<file path="src/rtl/bwtos_pkg.sv">
// shared types and codes for the bwt occurrence select block
package bwtos_pkg;

  // result status codes
  localparam logic [1:0] ST_FOUND     = 2'd0;
  localparam logic [1:0] ST_NOT_FOUND = 2'd1;
  localparam logic [1:0] ST_LOADED    = 2'd2;
  localparam logic [1:0] ST_FULL      = 2'd3;

  // input function codes
  localparam logic FN_LOAD  = 1'b0;
  localparam logic FN_QUERY = 1'b1;

  typedef enum logic [2:0] {
    S_IDLE,
    S_DISPATCH,
    S_COPY,
    S_BLK_RD,
    S_BLK_CHK,
    S_TXT_RD,
    S_TXT_CHK,
    S_EMIT
  } state_t;

  typedef struct packed {
    logic       copy_step;
    logic       blk_read;
    logic       blk_adv;
    logic       txt_init;
    logic       txt_read;
    logic       txt_adv;
    logic       res_set;
    logic [1:0] res_code;
    logic       emit;
  } cmd_t;

  typedef struct packed {
    logic is_load;
    logic full;
    logic miss;
    logic copy_last;
    logic blk_last;
    logic blk_hit;
    logic txt_end;
    logic txt_hit;
    logic out_busy;
  } sts_t;

endpackage

</file>
<file path="src/rtl/bwtos_ctrl.sv">
// controller state machine of the bwt occurrence select block
module bwtos_ctrl import bwtos_pkg::*; (
  input  logic clk,
  input  logic rst,
  input  logic in_valid,
  output logic in_ready,
  input  sts_t sts,
  output cmd_t cmd
);

  state_t state, state_next;

  always_ff @(posedge clk) begin
    if (rst) begin
      state <= S_IDLE;
    end else begin
      state <= state_next;
    end
  end

  always_comb begin
    state_next = state;
    case (state)
      S_IDLE:     if (in_valid) state_next = S_DISPATCH;
      S_DISPATCH: begin
        if (sts.is_load) state_next = sts.full ? S_EMIT : S_COPY;
        else             state_next = sts.miss ? S_EMIT : S_BLK_RD;
      end
      S_COPY:     if (sts.copy_last) state_next = S_EMIT;
      S_BLK_RD:   state_next = sts.blk_last ? S_TXT_RD : S_BLK_CHK;
      S_BLK_CHK:  state_next = sts.blk_hit ? S_TXT_RD : S_BLK_RD;
      S_TXT_RD:   state_next = sts.txt_end ? S_EMIT : S_TXT_CHK;
      S_TXT_CHK:  state_next = sts.txt_hit ? S_EMIT : S_TXT_RD;
      S_EMIT:     if (!sts.out_busy) state_next = S_IDLE;
      default:    state_next = S_IDLE;
    endcase
  end

  always_comb begin
    cmd      = '0;
    in_ready = 1'b0;
    case (state)
      S_IDLE:     in_ready = 1'b1;
      S_DISPATCH: begin
        if (sts.is_load && sts.full) begin
          cmd.res_set  = 1'b1;
          cmd.res_code = ST_FULL;
        end else if (!sts.is_load && sts.miss) begin
          cmd.res_set  = 1'b1;
          cmd.res_code = ST_NOT_FOUND;
        end
      end
      S_COPY: begin
        cmd.copy_step = 1'b1;
        if (sts.copy_last) begin
          cmd.res_set  = 1'b1;
          cmd.res_code = ST_LOADED;
        end
      end
      S_BLK_RD: begin
        if (sts.blk_last) cmd.txt_init = 1'b1;
        else              cmd.blk_read = 1'b1;
      end
      S_BLK_CHK: begin
        if (sts.blk_hit) cmd.txt_init = 1'b1;
        else             cmd.blk_adv  = 1'b1;
      end
      S_TXT_RD: begin
        if (sts.txt_end) begin
          cmd.res_set  = 1'b1;
          cmd.res_code = ST_NOT_FOUND;
        end else begin
          cmd.txt_read = 1'b1;
        end
      end
      S_TXT_CHK: begin
        if (sts.txt_hit) begin
          cmd.res_set  = 1'b1;
          cmd.res_code = ST_FOUND;
        end else begin
          cmd.txt_adv = 1'b1;
        end
      end
      S_EMIT:     cmd.emit = !sts.out_busy;
      default:    cmd = '0;
    endcase
  end

endmodule

</file>
<file path="config.mk">
export PLATFORM = sky130hd
export DESIGN_NAME = bwtos_ctrl
export DESIGN_NICKNAME = d
export VERILOG_FILES = /design/src/rtl/bwtos_pkg.sv /design/src/rtl/bwtos_ctrl.sv
export SDC_FILE = /design/constraint.sdc
export NUM_CORES = 1
export LEC_CHECK = 0
export ABC_CLOCK_PERIOD_IN_PS = 1500
export BUFFER_PORTS_ARGS = -buffer_cell sky130_fd_sc_hd__buf_2
export CAP_MARGIN = 20
export CORE_AREA = 5 5 42 44
export DETAILED_ROUTE_END_ITERATION = 6
export DIE_AREA = 0 0 47 49
export PLACE_DENSITY = 0.66
export SLEW_MARGIN = 5
export SYNTH_ARGS = -nofsm -noshare
export SYNTH_HDL_FRONTEND = slang
export SYNTH_SLANG_ARGS = --single-unit
export TNS_END_PERCENT = 50
</file>
<file path="constraint.sdc">
create_clock -name clk -period 1.5 [get_ports clk]
set_clock_uncertainty 0.2 [all_clocks]
set_input_delay 0.15 -clock clk [delete_from_list [all_inputs] [get_ports clk]]
set_output_delay 0.15 -clock clk [all_outputs]
set_load 0.01 [all_outputs]
</file>
---- After elaboration in Yosys (flattened, before gate mapping) ----
Index checks and enable logic that the tools add are counted.
word-level totals
  input bits .............................. 12
  flip-flop bits (word level) ............. 3
  word-level logic and storage cells ...... 48
  output and inout bits ................... 11
operators by class
  muxes and demuxes ....................... 31
  equal/unequal tests ..................... 10
  reduce and logical (&&, ||, !) cells .... 6
operator list
  cell                number
  $mux 3              12
  $pmux 3 s8          1
  $mux 1              15
  $eq 3x3->1 const B  4
  $pmux 3 s4          1
  $eq 3x2->1 const B  2
  $ne 2x2->1 const B  3
  $eq 3x1->1 const B  1
  $logic_not 3->1     1
  $reduce_and 3->1    1
  $logic_and 1x1->1   2
  $logic_not 1->1     2
  $mux 2              1
  $pmux 1 s2          1

---- Depth between registers and ports, before layout ----
  depth in word-level cells ............... 5
  mapped depth ............................ 5

---- Worst setup path after synthesis ----
OpenSTA, ideal clock, no wires.
  kind .................................... reg2reg
  start ................................... register state[1]
  end ..................................... register state[2]
  path buffers ............................ 1
  arrival ................................. 1.245 ns
  setup slack ............................. -0.033 ns
  stages on the path, launching flop included .. 5
  library setup time ...................... 0.088 ns
  cell sequence ........................... dfxtp_1 buf_6 or3b_1 o221a_1 o32ai_2
on the way
  word-level cells in the longest chain between the ends .. 3
  elaborated cells on any way between the ends .. 13
  those cells by class .................... eq/ne: 10; mux: 1; reduce/logical: 2
RTL lines
  item                                      line              RTL
  start: declaration                        bwtos_ctrl.sv:11  state_t state, state_next;
  start signal: assignment                  bwtos_ctrl.sv:17  state <= state_next;
  $eq 3x2->1, or another cell as far along  bwtos_ctrl.sv:23  case (state)
  $ne 2x2->1 (no source line)               -
  $reduce_and 3->1 (no source line)         -
Parallel ways exist; a longest one is shown, timed or not.
A chain may end at the register's enable or synchronous reset.

==> summary.md <==
| Metric | Value |
|---|---|
| Global placer's final weighted congestion | 0.870 |
| Total negative setup slack | -0.782 ns |
| Maximum number of pins on one net before global-route repair | 18 |
| Floorplan row count | 14 |
| Mux contribution to synthesized area | 0.0850 |
| Crit path DAT | 1.41 ns |
| HP Start | sts[0] |
| Total power divided by cell area | 1020 nW/um^2 |
| Part of the Yosys area used for sequential elements | 0.157 |
| Total of fill cells in the finished design | 156 |
| Post-DP HPWL | 902 um |
| Fin worst setup slack | -0.261 ns |
| Beginning of the worst register-to-register path | state[2] |
| Post-route DRC violation count | 0 |
| Aggregate routed wire length | 1320 um |
| Dpl ws | 0.00172 ns |
| Power Total | 0.630 mW |
| RSZ-0062 raised after global routing | true |
| Largest register by flop count | state |
| Netlist area before placement | 383 sq um |
| Remaining global-route overflow | 0 |
| End-of-flow core utilization | 0.440 |
| Total of max-cap violations | 0 |
| Clock root buffer | sky130_fd_sc_hd__clkbuf_4 |
| TritonCTS clock tree | done |
| Flip-flop count of the largest register, all copies and words added | 3 |
| Final net count | 96 |
| Register-to-Register Path Depth | 4 |
| Synth Flop Type | sky130_fd_sc_hd__dfxtp_1 |
| Synthesized netlist net count | 65 |
| Register-to-register setup slack | -0.12 ns |
| Instance count along the most critical hold path | 3 |
| Largest registers | state (3) |
| Parity-gate share of the synthesized area counting xor and xnor cells | 0 |
| Die outline width | 47 um |
| Post-layout minimum cycle time | 1.76 ns |
| Remaining antenna violation count after routing | 0 |
| First DRT Iteration DRCs | 4 |
| Fraction of final layout cells with drive strength greater than 1 | 0.494 |
| Final Setup Violations | 5 |
| Max Slew Vio Count | 0 |
| Chip height | 49 um |
| Clock slew seen by the registers of the worst setup and hold paths | 0.04 ns |
| Skew-Pair Late Insertion Delay | 0.24 ns |
| Actual slew at the worst max-slew pin | 0.445 ns |
| Via count | 501 |
| Adder-cell area share of the yosys netlist | 0 |
| Category of the worst setup path capture point | output port |
| Number of distinct library cell variants in the gate-level netlist after synthesis | 30 |
| Die Footprint | 2300 sq um |
| Async set or reset register ratio after synthesis | 0 |
| Global-route wire length before repair | 1960 um |
| Final routed wire length divided by cell count | 13.4 um |
| Maximum fanout count along the critical path | 3 |
| Number of detailed-routing iterations run before antenna repair | 3 |
| Worst slew margin relative to its limit | 0.701 |
| Number of register bits inferred by synthesis | 3 |
| Total of buffers placed on input and output ports | 22 |
| Number of global-route vias before repair | 465 |
| Number of standard cells in the final layout excluding fillers | 99 |
| R2r endpoint | state[2] |
| Average vias per placed instance | 5.06 |
| # H-tree levels | 1 |
| Simple-gate share of the synthesized area | 0.343 |
| Yosys warns | 0 |
| ANT cells | 0 |
| LEAKAGE | 0.296 nW |
| Run status | complete, but fails checks |
| Data required time of the worst path | 1.15 ns |
| Gate count of the mapped netlist | 53 |
| Worst VDD drop | 417 uV |
| Initial standard-cell utilization of the core | 0.273 |
| Design area | 617 sq um |
| Area growth, synth to finish | 61.1% |
| Type of element launching the critical path | flop |
| Post-placement cell area | 515 sq um |
| Number of hold-slack violations in the final timing report | 0 |
| Cell total after placement | 90 |
| Share of the synthesized area in compound gates (AO/OA/AOI/OAI) | 0.333 |
| Antenna violations before repair | 0 |
| Class of the tightest hold or removal check | in -> reg |
| Critical Path, Cell by Cell | or3b_1, or2_1, o211ai_1, buf_2 |
| Count of boundary I/O pins | 23 |
| Core Region | 1400 sq um |
| Main combinational cell family by area after synthesis | simple AND/OR/NAND/NOR gates |
| Worst slack on hold paths | 0.0371 ns |
| Capture endpoint of the worst hold path | state[2] |
| Highest attainable clock frequency | 568 MHz |
| All-Layer GR Usage | 0.115 |
| Clock Tree Buf Depth | 2 |
| Number of synthesized flops with an enable pin | 0 |
| Worst setup path category | reg -> out |
| Final worst path period share | 1.17 |
| Crit path max-delay cell type | sky130_fd_sc_hd__or3b_1 |
| Number of buffers created by CTS | 3 |
| Average footprint of a synthesized cell | 7.22 sq um |
| Worst path max stage delay | 0.39 ns |
| Sinks on the clock net | 3 |
| Violated checks | setup timing |
[what timing repair did]
action                                  in CTS  in global routing
endpoints found under the setup margin       7                 12
resized for setup                            4                  7
setup buffers                                1                  1
hold buffers                                 2                  0
cloned                                       0                  1
endpoints found under the hold margin        3                  0
pin swaps                                    1                  1
[logic make-up (layout without fill, tap and decap cells)]
kind of cell | count (synthesis) | in the layout
AOI/OAI and AO/OA | 15 | 15
and+or+nand+nor | 26 | 26
buffers and inverters | 6 | 36
DFF | 3 | 3
muxes | 3 | 3
[area by class of cell]
| cell class | instances | area (sq um) | area share |
|---|---|---|---|
| Clock buffer | 4 | 26.3 | 0.0426 |
| Inverter | 1 | 3.75 | 0.00609 |
| Multi-Input combinational cell | 44 | 317 | 0.513 |
| Sequential cell | 3 | 62.6 | 0.101 |
| Tap cell | 16 | 20.0 | 0.0325 |
| Timing Repair Buffer | 31 | 188 | 0.304 |
[placed cells by master (no fill, tap or decap), types with 2 or more instances in the layout]
master,count
sky130_fd_sc_hd__a32oi_1,2
sky130_fd_sc_hd__buf_2,23
sky130_fd_sc_hd__buf_4,4
sky130_fd_sc_hd__buf_6,2
sky130_fd_sc_hd__clkbuf_4,3
sky130_fd_sc_hd__dfxtp_2,2
sky130_fd_sc_hd__dlygate4sd3_1,2
sky130_fd_sc_hd__nand2_1,4
sky130_fd_sc_hd__nand2b_1,4
sky130_fd_sc_hd__nand3_1,2
sky130_fd_sc_hd__nor2_1,8
sky130_fd_sc_hd__nor2b_4,2
sky130_fd_sc_hd__nor3_1,2
[how the worst max path moves through the flow]
stage              from        to  slack (ns)  cells past startpoint
2_1_floorplan  state[1]  state[2]       -0.03                      4
3_3_place_gp   state[2]    cmd[3]        0.02                      4
3_5_place_dp   state[2]    cmd[3]       0.002                      4
4_1_cts        state[2]    cmd[3]       -0.24                      4
5_1_grt        state[2]    cmd[3]       -0.34                      4
6_report       state[2]    cmd[3]       -0.26                      4
[synth_stat cells, types with 2 or more instances]
cell	instances	area share
sky130_fd_sc_hd__a32oi_1	2	0.046
sky130_fd_sc_hd__clkbuf_1	3	0.029
sky130_fd_sc_hd__dfxtp_1	3	0.16
sky130_fd_sc_hd__nand2_1	4	0.039
sky130_fd_sc_hd__nand2b_1	4	0.065
sky130_fd_sc_hd__nand3_1	2	0.026
sky130_fd_sc_hd__nor2_1	8	0.078
sky130_fd_sc_hd__nor2b_1	3	0.049
sky130_fd_sc_hd__nor3_1	2	0.026
sky130_fd_sc_hd__o21ai_0	2	0.026
[worst max-delay path: cells and delay by family, from the launching register on]
kind                   cells  cell delay [ns]
AOI/OAI and AO/OA          1             0.08
buffers and inverters      1             0.15
DFF                        1             0.31
and+or+nand+nor            2             0.63
[routing by layer]
metal / wire length, um / up-vias / track usage
li1: - / 256 / -
met1: 559 / 224 / 0.149
met2: 648 / 19 / 0.158
met3: 95 / 2 / 0.0295
met4: 21 / 0 / 0.0829
met5: 0 / - / 0
[power by group]
part | internal [mW] | total [mW] | leakage, nW | switching [mW]
Clock | 0.100 | 0.148 | 0.0150 | 0.0480
Combinational | 0.184 | 0.373 | 0.256 | 0.189
Sequential | 0.0975 | 0.109 | 0.0254 | 0.0111
No activity file was read; power rests on OpenSTA's default activity.
